File: src/sv/sct_pkg.sv
package sct_pkg;

  localparam int ActBits  = 2;
  localparam int StatBits = 2;

  // action codes of a request
  typedef enum logic [ActBits-1:0] {
    ACT_GET = 2'd0,
    ACT_SET = 2'd1,
    ACT_ACC = 2'd2
  } act_e;

  // result status codes
  typedef enum logic [StatBits-1:0] {
    STAT_OK   = 2'd0,
    STAT_FULL = 2'd1,
    STAT_SAT  = 2'd2
  } stat_e;

  typedef enum logic [2:0] {
    ST_CLEAR,
    ST_IDLE,
    ST_SCAN,
    ST_DRAIN,
    ST_CALC,
    ST_COMMIT
  } state_e;

  // controller to datapath
  typedef struct packed {
    logic clr_wr;   // write an empty entry at the sweep index
    logic load;     // capture the request and restart the sweep
    logic scan_rd;  // read the entry at the sweep index
    logic calc;     // form the new value
    logic commit;   // write back and load the result register
  } cmd_t;

  // datapath to controller
  typedef struct packed {
    logic idx_last;
  } dp_sts_t;

endpackage

File: src/sv/sct_req_if.sv
interface sct_req_if import sct_pkg::*; #(
  parameter int COORD_BITS = 16,
  parameter int VALUE_BITS = 32
);
  logic                         valid;
  logic                         ready;
  logic [ActBits-1:0]           action;
  logic [COORD_BITS-1:0]        row_index;
  logic [COORD_BITS-1:0]        col_index;
  logic signed [VALUE_BITS-1:0] operand_value;

  modport source (output valid, action, row_index, col_index, operand_value, input ready);
  modport sink (input valid, action, row_index, col_index, operand_value, output ready);
endinterface

File: src/sv/sct_rsp_if.sv
interface sct_rsp_if import sct_pkg::*; #(
  parameter int VALUE_BITS = 32,
  parameter int CNT_BITS   = 7
);
  logic                         valid;
  logic                         ready;
  logic signed [VALUE_BITS-1:0] entry_value;
  logic                         was_present;
  logic [CNT_BITS-1:0]          nonzero_count;
  logic [StatBits-1:0]          status;

  modport source (output valid, entry_value, was_present, nonzero_count, status, input ready);
  modport sink (input valid, entry_value, was_present, nonzero_count, status, output ready);
endinterface

File: src/sv/sparse_coordinate_table.sv
// flow: a request is taken only while idle; a full scan of the entry memory,
//   one entry read per cycle, then compute and write-back; the next request
//   is not taken before the write-back of the last one
// reset: asynchronous, active low; afterwards a clearing pass over every entry
//   empties the table and no request is taken until it ends
module sparse_coordinate_table import sct_pkg::*; #(
  parameter int CAPACITY   = 64,
  parameter int COORD_BITS = 16,
  parameter int VALUE_BITS = 32
) (
  input logic      clk_i,
  input logic      rst_ni,
  sct_req_if.sink  req_i,
  sct_rsp_if.source rsp_o
);

  // count must hold the capacity itself, index only the slots
  localparam int CntBits = $clog2(CAPACITY + 1);
  localparam int IdxBits = $clog2(CAPACITY);

  cmd_t    cmd;
  dp_sts_t sts;

  // controller: clearing pass, request sweep, compute, write-back
  sct_ctrl u_ctrl (
    .clk_i       (clk_i),
    .rst_ni      (rst_ni),
    .in_valid_i  (req_i.valid),
    .in_ready_o  (req_i.ready),
    .out_valid_o (rsp_o.valid),
    .out_ready_i (rsp_o.ready),
    .sts_i       (sts),
    .cmd_o       (cmd)
  );

  // datapath: entry memory, match and free-slot tracking, saturating add,
  // nonzero counter and the result register
  sct_datapath #(
    .CAPACITY   (CAPACITY),
    .COORD_BITS (COORD_BITS),
    .VALUE_BITS (VALUE_BITS),
    .CNT_BITS   (CntBits),
    .IDX_BITS   (IdxBits)
  ) u_dp (
    .clk_i           (clk_i),
    .rst_ni          (rst_ni),
    .cmd_i           (cmd),
    .sts_o           (sts),
    .action_i        (req_i.action),
    .row_index_i     (req_i.row_index),
    .col_index_i     (req_i.col_index),
    .operand_value_i (req_i.operand_value),
    .entry_value_o   (rsp_o.entry_value),
    .was_present_o   (rsp_o.was_present),
    .nonzero_count_o (rsp_o.nonzero_count),
    .status_o        (rsp_o.status)
  );

endmodule

File: src/sv/sct_ctrl.sv
module sct_ctrl import sct_pkg::*; (
  input  logic    clk_i,
  input  logic    rst_ni,
  input  logic    in_valid_i,
  output logic    in_ready_o,
  output logic    out_valid_o,
  input  logic    out_ready_i,
  input  dp_sts_t sts_i,
  output cmd_t    cmd_o
);

  state_e state_q, state_d;
  logic   out_valid_q, out_valid_d;

  always_ff @(posedge clk_i or negedge rst_ni) begin
    if (!rst_ni) begin
      state_q     <= ST_CLEAR;
      out_valid_q <= 1'b0;
    end else begin
      state_q     <= state_d;
      out_valid_q <= out_valid_d;
    end
  end

  always_comb begin
    state_d    = state_q;
    cmd_o      = '0;
    in_ready_o = 1'b0;
    case (state_q)
      ST_CLEAR: begin
        cmd_o.clr_wr = 1'b1;
        if (sts_i.idx_last) state_d = ST_IDLE;
      end
      ST_IDLE: begin
        in_ready_o = 1'b1;
        if (in_valid_i) begin
          cmd_o.load = 1'b1;
          state_d    = ST_SCAN;
        end
      end
      ST_SCAN: begin
        cmd_o.scan_rd = 1'b1;
        if (sts_i.idx_last) state_d = ST_DRAIN;
      end
      ST_DRAIN: state_d = ST_CALC;
      ST_CALC: begin
        cmd_o.calc = 1'b1;
        state_d    = ST_COMMIT;
      end
      ST_COMMIT: begin
        if (!out_valid_q || out_ready_i) begin
          cmd_o.commit = 1'b1;
          state_d      = ST_IDLE;
        end
      end
      default: state_d = ST_CLEAR;
    endcase
  end

  always_comb begin
    out_valid_d = out_valid_q;
    if (out_ready_i) out_valid_d = 1'b0;
    if (cmd_o.commit) out_valid_d = 1'b1;
  end

  assign out_valid_o = out_valid_q;

`ifndef SYNTHESIS
  a_commit_room: assert property (@(posedge clk_i) disable iff (!rst_ni)
    cmd_o.commit |-> (!out_valid_q || out_ready_i))
    else $error("result overwritten before taken");
  a_accept_scan: assert property (@(posedge clk_i) disable iff (!rst_ni)
    (in_valid_i && in_ready_o) |=> (state_q == ST_SCAN))
    else $error("accepted request did not start a scan");
  a_scan_end: assert property (@(posedge clk_i) disable iff (!rst_ni)
    (state_q == ST_SCAN && sts_i.idx_last) |=> (state_q == ST_DRAIN))
    else $error("scan ran past the last entry");
`endif

endmodule

File: src/sv/sct_datapath.sv
module sct_datapath import sct_pkg::*; #(
  parameter int CAPACITY   = 64,
  parameter int COORD_BITS = 16,
  parameter int VALUE_BITS = 32,
  parameter int CNT_BITS   = 7,
  parameter int IDX_BITS   = 6
) (
  input  logic                         clk_i,
  input  logic                         rst_ni,
  input  cmd_t                         cmd_i,
  output dp_sts_t                      sts_o,
  input  logic [ActBits-1:0]           action_i,
  input  logic [COORD_BITS-1:0]        row_index_i,
  input  logic [COORD_BITS-1:0]        col_index_i,
  input  logic signed [VALUE_BITS-1:0] operand_value_i,
  output logic signed [VALUE_BITS-1:0] entry_value_o,
  output logic                         was_present_o,
  output logic [CNT_BITS-1:0]          nonzero_count_o,
  output logic [StatBits-1:0]          status_o
);

  typedef struct packed {
    logic                  valid;
    logic [COORD_BITS-1:0] row;
    logic [COORD_BITS-1:0] col;
    logic [VALUE_BITS-1:0] value;
  } entry_t;

  localparam logic [VALUE_BITS-1:0] ValMax = {1'b0, {(VALUE_BITS-1){1'b1}}};
  localparam logic [VALUE_BITS-1:0] ValMin = {1'b1, {(VALUE_BITS-1){1'b0}}};

  entry_t mem_q [CAPACITY];

  logic [ActBits-1:0]    act_q;
  logic [COORD_BITS-1:0] row_q, col_q;
  logic [VALUE_BITS-1:0] opv_q;
  logic [IDX_BITS-1:0]   idx_q, idx_d;
  entry_t                rd_q;
  logic                  rd_vld_q;
  logic [IDX_BITS-1:0]   rd_idx_q;
  logic                  hit_q, free_q;
  logic [IDX_BITS-1:0]   hit_idx_q, free_idx_q;
  logic [VALUE_BITS-1:0] old_q, nv_q;
  logic                  sat_q;
  logic [CNT_BITS-1:0]   count_q, count_d;
  logic [VALUE_BITS-1:0] ev_q;
  logic                  wp_q;
  stat_e                 stat_q;

  logic [VALUE_BITS-1:0] acc_a, sum, nv_d;
  logic                  ovf;
  logic                  cm_we;
  logic [IDX_BITS-1:0]   cm_addr;
  entry_t                cm_data;
  logic [VALUE_BITS-1:0] res;
  stat_e                 stat_d;
  logic                  is_wr;

  assign sts_o.idx_last = (idx_q == IDX_BITS'(CAPACITY - 1));

  // sweep index, shared by the clearing pass and the scan
  always_comb begin
    idx_d = idx_q;
    if (cmd_i.load) idx_d = '0;
    else if (cmd_i.clr_wr || cmd_i.scan_rd) idx_d = idx_q + 1'b1;
  end

  // saturating add for accumulate
  always_comb begin
    acc_a = hit_q ? old_q : '0;
    sum   = acc_a + opv_q;
    ovf   = (acc_a[VALUE_BITS-1] == opv_q[VALUE_BITS-1]) &&
            (sum[VALUE_BITS-1] != acc_a[VALUE_BITS-1]);
    nv_d  = opv_q;
    if (act_q == ACT_ACC) nv_d = ovf ? (acc_a[VALUE_BITS-1] ? ValMin : ValMax) : sum;
  end

  // write-back decision
  always_comb begin
    is_wr   = (act_q == ACT_SET) || (act_q == ACT_ACC);
    cm_we   = 1'b0;
    cm_addr = hit_idx_q;
    cm_data = '{valid: 1'b1, row: row_q, col: col_q, value: nv_q};
    count_d = count_q;
    res     = hit_q ? old_q : '0;
    stat_d  = STAT_OK;
    if (is_wr) begin
      stat_d = sat_q ? STAT_SAT : STAT_OK;
      if (nv_q == '0) begin
        res = '0;
        if (hit_q) begin
          cm_we         = 1'b1;
          cm_data.valid = 1'b0;
          count_d       = count_q - 1'b1;
        end
      end else if (hit_q) begin
        cm_we = 1'b1;
        res   = nv_q;
      end else if (free_q) begin
        cm_we   = 1'b1;
        cm_addr = free_idx_q;
        count_d = count_q + 1'b1;
        res     = nv_q;
      end else begin
        stat_d = STAT_FULL;
        res    = '0;
      end
    end
  end

  // table memory, one write and one registered read per cycle
  always_ff @(posedge clk_i) begin
    if (cmd_i.clr_wr) mem_q[idx_q] <= '0;
    else if (cmd_i.commit && cm_we) mem_q[cm_addr] <= cm_data;
    rd_q <= mem_q[idx_q];
  end

  always_ff @(posedge clk_i or negedge rst_ni) begin
    if (!rst_ni) begin
      idx_q    <= '0;
      rd_vld_q <= 1'b0;
      hit_q    <= 1'b0;
      free_q   <= 1'b0;
      count_q  <= '0;
    end else begin
      idx_q    <= idx_d;
      rd_vld_q <= cmd_i.scan_rd;
      if (cmd_i.load) begin
        hit_q  <= 1'b0;
        free_q <= 1'b0;
      end else if (rd_vld_q) begin
        if (rd_q.valid && rd_q.row == row_q && rd_q.col == col_q) hit_q <= 1'b1;
        if (!rd_q.valid) free_q <= 1'b1;
      end
      if (cmd_i.commit) count_q <= count_d;
    end
  end

  always_ff @(posedge clk_i) begin
    rd_idx_q <= idx_q;
    if (cmd_i.load) begin
      act_q <= action_i;
      row_q <= row_index_i;
      col_q <= col_index_i;
      opv_q <= operand_value_i;
    end
    if (rd_vld_q) begin
      if (rd_q.valid && rd_q.row == row_q && rd_q.col == col_q) begin
        hit_idx_q <= rd_idx_q;
        old_q     <= rd_q.value;
      end
      if (!rd_q.valid && !free_q) free_idx_q <= rd_idx_q;
    end
    if (cmd_i.calc) begin
      nv_q  <= nv_d;
      sat_q <= (act_q == ACT_ACC) && ovf;
    end
    if (cmd_i.commit) begin
      ev_q   <= res;
      wp_q   <= hit_q;
      stat_q <= stat_d;
    end
  end

  assign entry_value_o   = ev_q;
  assign was_present_o   = wp_q;
  assign nonzero_count_o = count_q;
  assign status_o        = stat_q;

`ifndef SYNTHESIS
  a_count_bound: assert property (@(posedge clk_i) disable iff (!rst_ni)
    count_q <= CNT_BITS'(CAPACITY))
    else $error("nonzero count above capacity");
  a_wr_excl: assert property (@(posedge clk_i) disable iff (!rst_ni)
    !(cmd_i.clr_wr && (cmd_i.scan_rd || cmd_i.commit || cmd_i.load)))
    else $error("clearing pass overlaps request work");
  a_count_hold: assert property (@(posedge clk_i) disable iff (!rst_ni)
    !cmd_i.commit |=> $stable(count_q))
    else $error("nonzero count moved outside write-back");
`endif

endmodule
File: src/flat_wrapper.sv
// flat-port wrapper written by rule: the top's interface ports become plain ports
module sparse_coordinate_table_flat import sct_pkg::*;
#(
  parameter int CAPACITY   = 64,
  parameter int COORD_BITS = 16,
  parameter int VALUE_BITS = 32
)
  (clk_i, rst_ni, req_i_valid, req_i_action, req_i_row_index, req_i_col_index, req_i_operand_value, req_i_ready, rsp_o_valid, rsp_o_entry_value, rsp_o_was_present, rsp_o_nonzero_count, rsp_o_status, rsp_o_ready);
  sct_req_if #(.COORD_BITS(COORD_BITS), .VALUE_BITS(VALUE_BITS)) req_i_i ();
  sct_rsp_if #(.VALUE_BITS(VALUE_BITS)) rsp_o_i ();
  input logic clk_i;
  input logic rst_ni;
  input wire logic [$bits(req_i_i.valid)-1:0] req_i_valid;
  input wire logic [$bits(req_i_i.action)-1:0] req_i_action;
  input wire logic [$bits(req_i_i.row_index)-1:0] req_i_row_index;
  input wire logic [$bits(req_i_i.col_index)-1:0] req_i_col_index;
  input wire logic [$bits(req_i_i.operand_value)-1:0] req_i_operand_value;
  output wire logic [$bits(req_i_i.ready)-1:0] req_i_ready;
  output wire logic [$bits(rsp_o_i.valid)-1:0] rsp_o_valid;
  output wire logic [$bits(rsp_o_i.entry_value)-1:0] rsp_o_entry_value;
  output wire logic [$bits(rsp_o_i.was_present)-1:0] rsp_o_was_present;
  output wire logic [$bits(rsp_o_i.nonzero_count)-1:0] rsp_o_nonzero_count;
  output wire logic [$bits(rsp_o_i.status)-1:0] rsp_o_status;
  input wire logic [$bits(rsp_o_i.ready)-1:0] rsp_o_ready;
  assign req_i_i.valid = req_i_valid;
  assign req_i_i.action = req_i_action;
  assign req_i_i.row_index = req_i_row_index;
  assign req_i_i.col_index = req_i_col_index;
  assign req_i_i.operand_value = req_i_operand_value;
  assign req_i_ready = req_i_i.ready;
  assign rsp_o_valid = rsp_o_i.valid;
  assign rsp_o_entry_value = rsp_o_i.entry_value;
  assign rsp_o_was_present = rsp_o_i.was_present;
  assign rsp_o_nonzero_count = rsp_o_i.nonzero_count;
  assign rsp_o_status = rsp_o_i.status;
  assign rsp_o_i.ready = rsp_o_ready;
  sparse_coordinate_table #(.CAPACITY(CAPACITY), .COORD_BITS(COORD_BITS), .VALUE_BITS(VALUE_BITS)) u_core (.clk_i(clk_i), .rst_ni(rst_ni), .req_i(req_i_i), .rsp_o(rsp_o_i));
endmodule
File: config.mk
export PLATFORM = sky130hd
export DESIGN_NAME = sparse_coordinate_table_flat
export DESIGN_NICKNAME = d
export VERILOG_FILES = /design/src/sv/sct_pkg.sv /design/src/sv/sct_req_if.sv /design/src/sv/sct_rsp_if.sv /design/src/sv/sparse_coordinate_table.sv /design/src/sv/sct_ctrl.sv /design/src/sv/sct_datapath.sv /design/src/flat_wrapper.sv
export SDC_FILE = /design/constraint.sdc
export NUM_CORES = 2
export LEC_CHECK = 0
export BUFFER_PORTS_ARGS = -buffer_cell sky130_fd_sc_hd__buf_2
export CAP_MARGIN = 20
export CORE_MARGIN = 8
export CORE_UTILIZATION = 45
export CTS_BUF_LIST = sky130_fd_sc_hd__clkbuf_8
export DETAILED_ROUTE_END_ITERATION = 7
export SLEW_MARGIN = 10
export SYNTH_ARGS = -nofsm -noshare
export SYNTH_HDL_FRONTEND = slang
export SYNTH_MEMORY_MAX_BITS = 65536
export SYNTH_SLANG_ARGS = --single-unit
export TNS_END_PERCENT = 20
File: constraint.sdc
create_clock -name clk_i -period 5.9 [get_ports clk_i]
set_input_delay 0 -clock clk_i [delete_from_list [all_inputs] [get_ports clk_i]]
set_output_delay 0 -clock clk_i [all_outputs]
set_load 0.02 [all_outputs]
==> flow_summary.toml <==
[routing]
wl_um = 449000
vias_per_cell = 6.01
wl_per_cell_um = 33.4
vias = 80600
first_pass_iters = 5
antenna_left = 0
drcViolationCount = 0
initialDrtViolationCount = 10000

[min_path]
hp-class = "primary input to register"
min-delay-start = "req_i_row_index[7]"

[layout]
area_delta_synth_final_pct = 14.5
fillers = 28700
fin_nets = 7936
seq_area_sq_um = 132000
multi_input_area_sq_um = 35900
drive_gt1_share_pct = 32.9
layoutNonFillerInstCount = 13400

[placement]
io_buffer_count = 113
gp_congestion = 0.824
dp_cells = 11900
dp_hpwl_um = 262000

[timing]
fin_skew_ns = 0.0867
fin_setup_tns_ns = 0
min_period_ns = 4.84
fin_crit_sh_pct = 82.0
hold_violations = 0
clock.fmax_mhz = 207
tightest_slew_ns = 1.12
hold_ws_ns = 0.155
maxSlewHeadroom_pct = 25.6
slew_viol_final = 0
final-setup-viol-count = 0
grt_setup_unrepaired = "false"

[synthesis]
synth-seq-area-share_pct = 78.2
synth_top_area_share_pct = 77.1
post-synth-top-area-cell = "edfxtp_1"
syn_nets = 6983
synthesis.area_sq_um = 169000
synthCells = 6872
synth_edf_count = 4338
ys.flop_type = "edfxtp_1"
ys_top_cells_by_area = "edfxtp_1, mux4_2, dfxtp_1, clkbuf_1, and2_1"
ys_async_sr_fraction_pct = 0.452
synth.avg_cell_area_sq_um = 24.6
yosysUniqueCellTypes = 75
synth-seq-cells = 4429
synth_warnings = 0

[power_and_ir_drop]
p_switching_mw = 27.0
p_per_area_nw_per_um2 = 447
power_frac_seq_pct = 43.2
p_sw_share_pct = 31.2
pwr-share-clk_pct = 28.2
peakVddDrop_v = 0.000340
leakage_nw = 63.3
p_comb_share_pct = 28.6
internal_power_mw = 59.6

[critical_path]
r2r_cells = 10
critPathBufInv = 2
path_class = "register to register"
crit_family = "simple AND/OR/NAND/NOR gates"
slowest_delay_ns = 0.73
r2r-end = "u_core.u_dp.mem_q[38][35]$_DFFE_PP_"
crit_arrival_ns = 5.70
crit_slowest_cell = "nor2_4"
required_ns = 6.76
crit_cells = 10
crit_start = "u_core.u_ctrl.state_q[1]$_DFFE_PN0P_"
cp_max_fo = 36
worstReg2RegStart = "u_core.u_ctrl.state_q[1]$_DFFE_PN0P_"
endpoint = "u_core.u_dp.mem_q[38][35]$_DFFE_PP_"
reg2reg_slack_ns = 1.06
cp-start-kind = "register"
setup.worst_path.end_class = "register"
cp_cell_sequence = "and2b_1, and3_2, buf_4, o311a_4, nor2_1, a21oi_4, nor4bb_1, nand2b_1, nor2_4, buf_12"

[clocking]
cts.path.max_buffers = 4
root_buffer = "clkbuf_8"
cts_setup_buffers = 0
h-tree-depth = 6
cts.sinks = 4429
clkLatencyLatePin_ns = 1.24
path_clk_slew_ns = 0.07
cts_made_buffers = 701
cts_tree = "done"

[run]
max_cap_viol_count = 0

[global_routing]
grt_pass1_vias = 81900
grtUsageTotal_pct = 22.2
grt_max_degree = 108
antenna_found_initial = 59
grt_first_pass_wirelength_um = 630000
grt-ovfl-total = 0

[die]
design.die.area_sq_um = 396000
die_h_um = 629
start_util_pct = 45.1
ios = 114
fp.dieW_um = 629
core-area_sq_um = 375000
num_rows = 225

[outcome]
status = "finished clean"
Yosys cell counts (33+ instances only):
cell      instances
edfxtp_1       4338
nand2_1          47
nor2_1          135
dfxtp_1          71
ha_1             39
a21oi_1          53
xnor2_1          33
and2_1           97
mux4_2         1365
buf_2            50
clkbuf_1        252
buf_1            45
o21ai_0          33
worst min-delay path by stage:
stage,slack [ns],to,depth (start not counted)
3_5_place_dp,0.03,u_core.u_dp.nonzero_count_o[1]$_DFFE_PN0P_,1
5_1_grt,0.11,u_core.u_dp.row_q[6]$_DFFE_PP_,3
6_report,0.15,u_core.u_dp.row_q[7]$_DFFE_PP_,3
4_1_cts,0.04,u_core.u_dp.row_q[6]$_DFFE_PP_,3
2_1_floorplan,-0.30,u_core.u_ctrl.out_valid_o$_DFFE_PN0P_,0
3_3_place_gp,0.02,u_core.u_dp.nonzero_count_o[2]$_DFFE_PN0P_,1
per-stage QoR:
| step | power, mW | cell area, sq um | utilization, % | worst slack (ns) |
|---|---|---|---|---|
| 2_1_floorplan | 53.0 | 169000 | - | -0.471 |
| 3_3_place_gp | 62.8 | 179000 | 47.7 | 0.860 |
| 3_5_place_dp | 62.9 | 179000 | 47.7 | 1.03 |
| 4_1_cts | 87.4 | 193000 | 51.6 | 0.954 |
| 5_1_grt | 89.5 | 194000 | 51.7 | 0.849 |
| 6_report | 86.6 | 194000 | 51.7 | 1.06 |
cell type report:
| class | count | area share [%] |
|---|---|---|
| clock inverter | 543 | 1.52 |
| tap | 4994 | 3.23 |
| multi-input combinational | 2071 | 18.6 |
| inverter | 23 | 0.0446 |
| timing repair buffer | 599 | 3.12 |
| antenna | 23 | 0.0297 |
| sequential | 4429 | 68.3 |
| clock buffer | 732 | 5.20 |
cells by family after synthesis:
kind of cell / count (synthesis) / synth area share (%)
AOI/OAI and AO/OA: 203 / 0.843
xor gates and xnor gates: 64 / 0.332
adders and majority gates: 41 / 0.312
buffers and inverters: 372 / 0.867
DFF: 4429 / 78.2
muxes: 1387 / 18.3
and+or+nand+nor: 376 / 1.13
power by group through the flow:
stage	sequential [mW]	clock (mW)	combinational [mW]
after detailed placement	38.1	0	24.8
after floorplan	37.4	0	15.6
after global placement	38.0	0	24.8
after CTS	37.5	24.9	25.0
final	37.4	24.4	24.8
after global routing	37.6	26.2	25.8
registers in the layout, indices dropped and copies added, names as in the netlist, 6 cells and up:
register and flops:
u_core.u_dp.opv_q 32, u_core.u_dp.mem_q 4160, u_core.u_dp.idx_q 6, u_core.u_dp.col_q 16, u_core.u_dp.nonzero_count_o 7, u_core.u_dp.free_idx_q 6
u_core.u_dp.entry_value_o 32, u_core.u_dp.rd_idx_q 6, u_core.u_dp.hit_idx_q 6, u_core.u_dp.rd_q 65, u_core.u_dp.row_q 16, u_core.u_dp.old_q 32
u_core.u_dp.nv_q 32
timing repair:
| item | 4_1_cts | 5_1_grt |
|---|---|---|
| resized for setup | 0 | 0 |
| endpoints found under the hold margin | 206 | 0 |
| hold buffers | 184 | 0 |
metal layers:
metal	global-route usage [%]	wire length (um)	vias to the layer above
met2	34.9	211000	3977
met3	4.56	40400	601
met4	4.45	8720	10
met5	0	64	-
met1	32.7	188000	44200
li1	-	-	31800
worst min-delay path, stage by stage:
cell and delay, ns:
dlygate4sd3_1 0.52, buf_2 0.12, dlygate4sd3_1 0.59
cell usage in the layout, fill, tap and decap left out, types with 33 or more instances in the layout:
master and instances:
a21oi_1 52, and2_1 73, buf_12 105, buf_2 114, buf_4 193, clkbuf_8 732
clkinv_1 130, clkinv_2 60, dfxtp_1 71, dlygate4sd3_1 183, edfxtp_1 4338, ha_1 39
inv_1 306, mux4_2 1365, nand2_1 47, nor2_1 73, nor2_4 64, o21ai_0 33
xnor2_1 33
No activity file was read; power rests on OpenSTA's default activity.
